--- config.mk ---
export PLATFORM = sky130hd
export DESIGN_NAME = pbrq_ctrl
export DESIGN_NICKNAME = d
export VERILOG_FILES = /design/src/sv/pbrq_pkg.sv /design/src/sv/pbrq_ctrl.sv
export SDC_FILE = /design/constraint.sdc
export NUM_CORES = 1
export LEC_CHECK = 0
export BUFFER_PORTS_ARGS = -buffer_cell sky130_fd_sc_hd__buf_2
export CAP_MARGIN = 10
export CORE_AREA = 2 2 39 41
export DETAILED_ROUTE_END_ITERATION = 8
export DIE_AREA = 0 0 41 43
export REMOVE_ABC_BUFFERS = 1
export SLEW_MARGIN = 5
export SYNTH_ARGS = -nofsm -noshare
export SYNTH_HDL_FRONTEND = slang
export SYNTH_SLANG_ARGS = --single-unit
--- constraint.sdc ---
create_clock -name clk -period 1.6 [get_ports clk]
set_input_delay 0.16 -clock clk [delete_from_list [all_inputs] [get_ports clk]]
set_output_delay 0.16 -clock clk [all_outputs]
set_load 0.005 [all_outputs]
--- src/sv/pbrq_pkg.sv ---
// ----------------------------------------------------------------------------
// pbrq_pkg
// shared types, codes and defaults of the priority bitmap ready queue
// ----------------------------------------------------------------------------
`default_nettype none

package pbrq_pkg;

	localparam int unsigned DEF_NUM_PRIORITIES = 32;
	localparam int unsigned DEF_LEVEL_DEPTH    = 16;
	localparam int unsigned DEF_ID_BITS        = 8;

	localparam logic CMD_ENQUEUE = 1'b0;
	localparam logic CMD_TAKE    = 1'b1;

	localparam logic [1:0] STATUS_OK       = 2'd0;
	localparam logic [1:0] STATUS_EMPTY    = 2'd1;
	localparam logic [1:0] STATUS_OVERFLOW = 2'd2;

	typedef struct packed {
		logic       command;
		logic [7:0] thread_id;
		logic [4:0] priority_req;
	} pbrq_req_t;

	typedef struct packed {
		logic [1:0] status;
		logic [7:0] next_thread;
		logic [4:0] next_priority;
	} pbrq_rsp_t;

	typedef enum logic [1:0] {
		S_IDLE,
		S_LOOKUP,
		S_CTRL,
		S_POP
	} pbrq_state_t;

	typedef struct packed {
		logic       capture;
		logic       lookup;
		logic       store_rd;
		logic       commit_enq;
		logic       commit_pop;
		logic       report;
		logic [1:0] report_status;
	} pbrq_cmd_t;

	typedef struct packed {
		logic is_take;
		logic level_hit;
		logic fill_full;
		logic fill_empty;
	} pbrq_stat_t;

endpackage

`default_nettype wire

--- src/sv/pbrq_ctrl.sv ---
// ----------------------------------------------------------------------------
// pbrq_ctrl
// sequencer: lookup, level control read, store read, commit and report
// ----------------------------------------------------------------------------
`default_nettype none

module pbrq_ctrl
	import pbrq_pkg::*;
(
	input  wire logic       clk,
	input  wire logic       arst_n,
	input  wire logic       start,
	input  wire pbrq_stat_t stat,
	output pbrq_cmd_t       cmd,
	output logic            busy
);

	pbrq_state_t state_q;
	pbrq_state_t state_d;

	always_ff @(posedge clk or negedge arst_n) begin
		if (!arst_n) begin
			state_q <= S_IDLE;
		end else begin
			state_q <= state_d;
		end
	end

	always_comb begin
		state_d = state_q;
		case (state_q)
			S_IDLE: begin
				if (start) begin
					state_d = S_LOOKUP;
				end
			end
			S_LOOKUP: begin
				state_d = stat.level_hit ? S_CTRL : S_IDLE;
			end
			S_CTRL: begin
				state_d = (stat.is_take && !stat.fill_empty) ? S_POP : S_IDLE;
			end
			S_POP: begin
				state_d = S_IDLE;
			end
			default: begin
				state_d = S_IDLE;
			end
		endcase
	end

	always_comb begin
		cmd  = '0;
		busy = (state_q != S_IDLE);
		case (state_q)
			S_IDLE: begin
				cmd.capture = start;
			end
			S_LOOKUP: begin
				cmd.lookup = 1'b1;
				if (!stat.level_hit) begin
					cmd.report        = 1'b1;
					cmd.report_status = stat.is_take ? STATUS_EMPTY : STATUS_OVERFLOW;
				end
			end
			S_CTRL: begin
				if (stat.is_take) begin
					if (stat.fill_empty) begin
						cmd.report        = 1'b1;
						cmd.report_status = STATUS_EMPTY;
					end else begin
						cmd.store_rd = 1'b1;
					end
				end else if (stat.fill_full) begin
					cmd.report        = 1'b1;
					cmd.report_status = STATUS_OVERFLOW;
				end else begin
					cmd.commit_enq    = 1'b1;
					cmd.report        = 1'b1;
					cmd.report_status = STATUS_OK;
				end
			end
			S_POP: begin
				cmd.commit_pop    = 1'b1;
				cmd.report        = 1'b1;
				cmd.report_status = STATUS_OK;
			end
			default: begin
				cmd = '0;
			end
		endcase
	end

endmodule

`default_nettype wire

# == Yosys cells after proc, flatten, opt, wreduce, memory -nomap -nowiden ==
# Cells that the tools add are included.
# word_totals
reg_bits,2
in_bits,7
out_inout_bits,9
wordCells,27
# op_classes
eq_ne,4
n_mux,18
reduce_logical,4
# op_table
op,n
2-bit two-way mux,6
3-bit two-way mux,3
3-bit case mux with 3 select lines,1
2-bit case mux with 4 select lines,1
1-bit two-way mux,7
2-bit == test (second input constant),2
2-bit by 1-bit == test with 1-bit output (second input constant),1
2-bit logical NOT,1
2-bit inequality test (second input constant),1
2-bit nonzero test,1
1-bit logical AND,1
1-bit logical NOT,1

# == Depth between registers and ports, before layout ==
# Gate-level depths: netlist of run 1.
# logic_depth
depth_word,4
mapped_depth,3
mapped_depth_nobuf,2

# == Least setup slack after synthesis of run 1 ==
# No wires, ideal clock.
# synth_timing
kind,register -> output
start,register state_q[1]
end,output cmd[1] in the netlist's numbering
arrival_time_ns,1.022
required_ns,1.440
slack_ns,0.418
path_stages_with_launch,4
n_path_buf,1
path_cell_list,dfrtp_1 > buf_6 > or3b_1 > a21oi_1
# synth_rtl
element,line_no,source
start: declaration,pbrq_ctrl.sv:18,pbrq_state_t state_q;
start signal: assignment,pbrq_ctrl.sv:25,state_q <= state_d;
end: declaration,pbrq_ctrl.sv:14,"output pbrq_cmd_t cmd,"

==> results.sh, run 1 <==
export IMPL_max_freq_ghz=0.6690
export IMPL_start_kind="flop"
export IMPL_via_per_inst=3.852
export IMPL_track_usage=0.06513
export IMPL_crit_path_max_fanout=10
export IMPL_syn_cell_area_um2=180.2
export IMPL_clk_path_buf_depth=2
export IMPL_place_inst=50
export IMPL_yosysUniqueCellTypes=16
export IMPL_multi_input_area_um2=118.9
export IMPL_drv_slew=0
export IMPL_wirelength_um=502
export IMPL_wirelength_met1_um=193
export IMPL_top_register="state_q"
export IMPL_cts_htree_levels=1
export IMPL_r2r_start="state_q[1]$_DFFE_PN0P_"
export IMPL_yosysSeqAreaShare=0.2778
export IMPL_grt_max_degree=11
export IMPL_holdCritPathClass="primary input to flop"
export IMPL_cts_sinks=2
export IMPL_num_fill_cells=163
export IMPL_avgRoutedWirePerCell_um=9.296
export IMPL_hpwl_um=392.1
export IMPL_initial_core_util=0.1302
export IMPL_path_class="flop to output port"
export IMPL_hold_viol_final=0
export IMPL_drtIter0Drc=0
export IMPL_cp_end_kind="output port"
export IMPL_fp_dieH_um=43
export IMPL_largest_reg_flops=2
export IMPL_netlist_instances=19
export IMPL_overflow=0
export IMPL_port_buffers=15
export IMPL_total_power_uw=264.1
export IMPL_grt_pass1_vias=211
export IMPL_antenna_found_initial=0
export IMPL_status="completed"
export IMPL_cp_required_ps=1440
export IMPL_core_area_um2=1384
export IMPL_p_per_area_nw_per_um2=868.5
export IMPL_setup_violations=0
export IMPL_worst_slack_ps=105.2
export IMPL_ir_drop_v=0.0001478
export IMPL_io_pins=16
export IMPL_crit_start="state_q[0]$_DFFE_PN0P_"
export IMPL_top_regs="state_q (2)"
export IMPL_final_cells=54
export IMPL_clockRootBuffer="clkbuf_4"
export IMPL_syn_area_per_cell_um2=9.483
export IMPL_final_nets=47
export IMPL_drc=0
export IMPL_synth_top_area_share=0.2778
export IMPL_numCtsBuffers=3
export IMPL_met3_length_um=33
export IMPL_drt_first_pass_iters=1
export IMPL_clock_insertion_delay_worst_skew_ps=220
export IMPL_seq_area_um2=50.05
export IMPL_gp_congestion=0.6068
export IMPL_drive_gt1_frac=0.5263
export IMPL_area_delta_synth_final_pct=68.75
export IMPL_fin_crit_sh=0.9342
export IMPL_drv_cap=0
export IMPL_post_cts_resized=0
export IMPL_place_ws_ps=311.4
export IMPL_antenna_cells=0
export IMPL_period_needed_ps=1495
export IMPL_cts_tree="built"
export IMPL_final_common_cell="buf_2"
export IMPL_clkSlewWorstSetupHoldPaths_ps=30
export IMPL_tightest_slew_ps=246.0
export IMPL_synth_area_leaders="dfrtp_1, nand3b_1, and4bb_1"
export IMPL_most_common_layout_cells="buf_2, clkbuf_4, nand3b_1, nand2b_1, dfrtp_1"
export IMPL_dieArea_um2=1763
export IMPL_power_leakage_uw=0.0001692
export IMPL_vias=208
export IMPL_synth_seq_cells=2
export IMPL_worstPathArrival_ps=1330
export IMPL_yosysWarnings=0
export IMPL_grt_setup_unrepaired="no"
export IMPL_ant_nets=0
export IMPL_skew_ps=2.839
export IMPL_row_count=14
export IMPL_hp_start="stat[2]"
export IMPL_route_met2_wl_um=275
export IMPL_fp_dieW_um=41
export IMPL_grt_pass1_wl_um=759
export IMPL_route_top_layer_used="met3"
export IMPL_fin_tns_setup_ps=0
export IMPL_slew_headroom=0.8337
export IMPL_synth_top_cell_by_area="dfrtp_1"
## routing by layer
layer  GRT usage  vias to the layer above
met5           0                        -
li1            -                      109
met2      0.1000                        7
met1     0.06709                       92
met4     0.06000                        0
met3     0.01571                        0
## per-stage QoR
stage / area (um2) / utilization / hold slack [ps]
finish: 304.0 / 0.2197 / 189.3
global route: 304.0 / 0.2197 / 195.1
CTS: 304.0 / 0.2197 / 175.2
detailed placement: 271.5 / 0.1962 / -54.46
global placement: 271.5 / 0.1962 / -53.80
floorplan: 168.9 / - / -135.6
## synth_stat cells
master,n
nand2b_1,2
nor2b_1,1
or2_2,1
nor3b_1,1
a21o_1,1
a21boi_1,1
nand3b_1,2
and4bb_1,1
a22o_1,1
or2_1,1
dfrtp_1,2
and2_1,1
buf_6,1
or3b_1,1
nor4b_1,1
a21oi_1,1
## final cells by class
cell class,instances,share of cell area
Multi-Input combinational cell,16,0.3909
Timing Repair Buffer,17,0.3045
Tap cell,16,0.06584
Clock buffer,3,0.07407
Sequential cell,2,0.1646
## report_power, final
part           leakage [uW]  internal [uW]  switching, uW
clock network     0.0000138           82.3           24.1
logic              0.000129           53.3           36.5
registers         0.0000259           58.1           9.65
total              0.000169            194           70.3
## critical path: stages, from the launching register on
cell     delay [ps]
dfrtp_1         460
or3b_1          400
a21oi_1         130
buf_2           130
## worst paths after layout
path | slack [ps] | endpoint | depth (start not counted)
worst min-delay path | 190 | state_q[1]$_DFFE_PN0P_ | 2
max in group asynchronous | 1240 | state_q[0]$_DFFE_PN0P_ | 2
worst max register to register | 500 | state_q[0]$_DFFE_PN0P_ | 3
worst max-delay path | 110 | cmd[1] | 3
min in group asynchronous | 260 | state_q[1]$_DFFE_PN0P_ | 2
worst min register to register | 760 | state_q[1]$_DFFE_PN0P_ | 3
## what timing repair did
| action | CTS | global route |
|---|---|---|
| hold buffers | 1 | 0 |
| hold endpoints to repair | 2 | 0 |
| setup buffers | 0 | 0 |
## logic make-up after synthesis
| group | share of synthesized area |
|---|---|
| compound gates | 0.1597 |
| flops | 0.2778 |
| simple gates | 0.5001 |
| buf+inv | 0.06250 |
Note: power is estimated with default switching activity, not from simulation.
==> run 2, diff against run 1 <==
==> constraint.sdc (replaced) <==
create_clock -name clk -period 1.6 [get_ports clk]
set_input_delay 0 -clock clk [delete_from_list [all_inputs] [get_ports clk]]
set_output_delay 0 -clock clk [all_outputs]
set_load 0.005 [all_outputs]
==> results.sh, run 2 (synthesis gave the netlist of run 1 again) <==
export IMPL_status="completed"
export IMPL_endpoint="cmd[1]"
export IMPL_period_needed_ps=1369
export IMPL_path_class="flop to output port"
export IMPL_fin_crit_sh=0.8556
export IMPL_drive_gt1_frac=0.5135
export IMPL_internal_power_uw=189.9
export IMPL_antenna_cells=0
export IMPL_grt_setup_unrepaired="no"
export IMPL_r2r_start="state_q[1]$_DFFE_PN0P_"
export IMPL_drtIter0Drc=3
export IMPL_path_cells="or3b_1 -> a21oi_1 -> buf_2"
export IMPL_track_usage=0.06018
export IMPL_skew_ps=1.199
export IMPL_final_util=0.2143
export IMPL_cts_tree="built"
export IMPL_reg2reg_slack_ps=530
export IMPL_overflow=0
export IMPL_cts_hold_buf=1
export IMPL_hpwl_um=367.3
export IMPL_vias=204
export IMPL_wirelength_um=502
export IMPL_start_kind="flop"
export IMPL_core_area_um2=1384
export IMPL_worstRegToRegCells=2
export IMPL_port_buffers=15
export IMPL_drv_slew=0
export IMPL_grt_max_degree=12
export IMPL_worst_path_buf_inv=1
export IMPL_worstPathArrival_ps=1370
export IMPL_ir_drop_v=0.0001797
export IMPL_critPathTopFamily="flip-flops"
export IMPL_seqPwrFrac=0.282
export IMPL_clockRootBuffer="clkbuf_4"
export IMPL_io_pins=16
export IMPL_row_count=14
export IMPL_antenna_found_initial=0
export IMPL_gp_congestion=0.6071
export IMPL_fp_dieW_um=41
export IMPL_final_common_cell="buf_2"
export IMPL_cp_required_ps=1600
export IMPL_ant_nets=0
export IMPL_clkSlewWorstSetupHoldPaths_ps=30
export IMPL_slew_headroom=0.8207
export IMPL_top_register="state_q"
export IMPL_hold_ws_ps=10.19
export IMPL_drt_first_pass_iters=2
export IMPL_p_per_area_nw_per_um2=888.1
export IMPL_comb_power_share=0.297
export IMPL_total_power_uw=263.3
export IMPL_drc=0
export IMPL_r2r_end="state_q[0]$_DFFE_PN0P_"
export IMPL_crit_start="state_q[1]$_DFFE_PN0P_"
export IMPL_fp_dieH_um=43
export IMPL_cp_depth=3
export IMPL_num_fill_cells=160
export IMPL_holdCritPathClass="primary input to flop"
export IMPL_dieArea_um2=1763
export IMPL_max_freq_ghz=0.7305
export IMPL_clk_path_buf_depth=2
export IMPL_drv_cap=0
export IMPL_clkPwrFrac=0.421
export IMPL_postCtsSetupRepairBufs=0
export IMPL_top_regs="state_q (2)"
export IMPL_largest_reg_flops=2
export IMPL_p_sw_frac=0.2788
export IMPL_avgRoutedWirePerCell_um=9.472
export IMPL_via_per_inst=3.849
export IMPL_initial_core_util=0.1302
export IMPL_cpMaxStageDelayCell="dfrtp_1"
export IMPL_power_leakage_uw=0.0001639
export IMPL_cts_htree_levels=1
export IMPL_area_delta_synth_final_pct=64.58
export IMPL_crit_path_max_fanout=11
export IMPL_cts_sinks=2
export IMPL_fin_tns_setup_ps=0
export IMPL_post_cts_resized=0
export IMPL_hold_viol_final=0
export IMPL_most_common_layout_cells="buf_2, clkbuf_4, nand3b_1, nand2b_1, dfrtp_1"
export IMPL_power_switching_uw=73.42
export IMPL_numCtsBuffers=3
export IMPL_grt_pass1_wl_um=676
export IMPL_setup_violations=0
export IMPL_critPathMaxStageDelay_ps=460
export IMPL_clock_insertion_delay_worst_skew_ps=220
export IMPL_final_nets=46
export IMPL_cp_end_kind="output port"
export IMPL_grt_pass1_vias=173
export IMPL_tightest_slew_ps=269.0
-- run 2: changes by cell type in the layout (fill, tap and decap cells not counted) --
cell / previous run / this run
buf_4: 1 / 0
-- run 2: layer usage --
| metal | share of wire | GRT usage | vias to the layer above | wire, um |
|---|---|---|---|---|
| met3 | 0.068 | 0.03141 | 0 | 34 |
| li1 | - | - | 105 | - |
| met5 | 0 | 0 | - | 0 |
| met2 | 0.51 | 0.07813 | 7 | 257 |
| met1 | 0.42 | 0.06410 | 92 | 210 |
| met4 | 0 | 0.06000 | 0 | 0 |
-- run 2: how the worst min path moves through the flow --
| stage | endpoint | cells past startpoint | from | slack [ps] |
|---|---|---|---|---|
| 2_1_floorplan | state_q[0]$_DFFE_PN0P_ | 0 | arst_n | -300 |
| 3_3_place_gp | state_q[1]$_DFFE_PN0P_ | 1 | arst_n | -210 |
| 3_5_place_dp | state_q[0]$_DFFE_PN0P_ | 1 | arst_n | -210 |
| 4_1_cts | state_q[1]$_DFFE_PN0P_ | 2 | stat[2] | 3 |
| 5_1_grt | state_q[1]$_DFFE_PN0P_ | 2 | stat[2] | 30 |
| 6_report | state_q[1]$_DFFE_PN0P_ | 2 | stat[2] | 10 |
-- run 2: final cells by class --
type,count,area [um2],area share
Clock buffer,3,22.52,0.07595
Sequential cell,2,50.05,0.1688
Tap cell,16,20.02,0.06751
Timing Repair Buffer,16,85.08,0.2869
Multi-Input combinational cell,16,118.9,0.4008
-- run 2: per-stage QoR --
step | cell area [um2] | setup slack [ps] | instances
after floorplan | 168.9 | 582.5 | 18
after global placement | 264.0 | 469.7 | 49
after detailed placement | 264.0 | 454.2 | 49
after CTS | 296.5 | 211.1 | 53
after global routing | 296.5 | 126.8 | 53
final | 296.5 | 231.0 | 53
-- run 2: power by group through the flow --
stage | clock network, uW | registers (uW) | logic (uW)
final | 111 | 74.3 | 78.2
after global routing | 122 | 76.6 | 88.5
after CTS | 120 | 74.3 | 79.9
after detailed placement | 0 | 74.6 | 77.5
after global placement | 0 | 72.9 | 77.8
after floorplan | 0 | 69.5 | 41.5
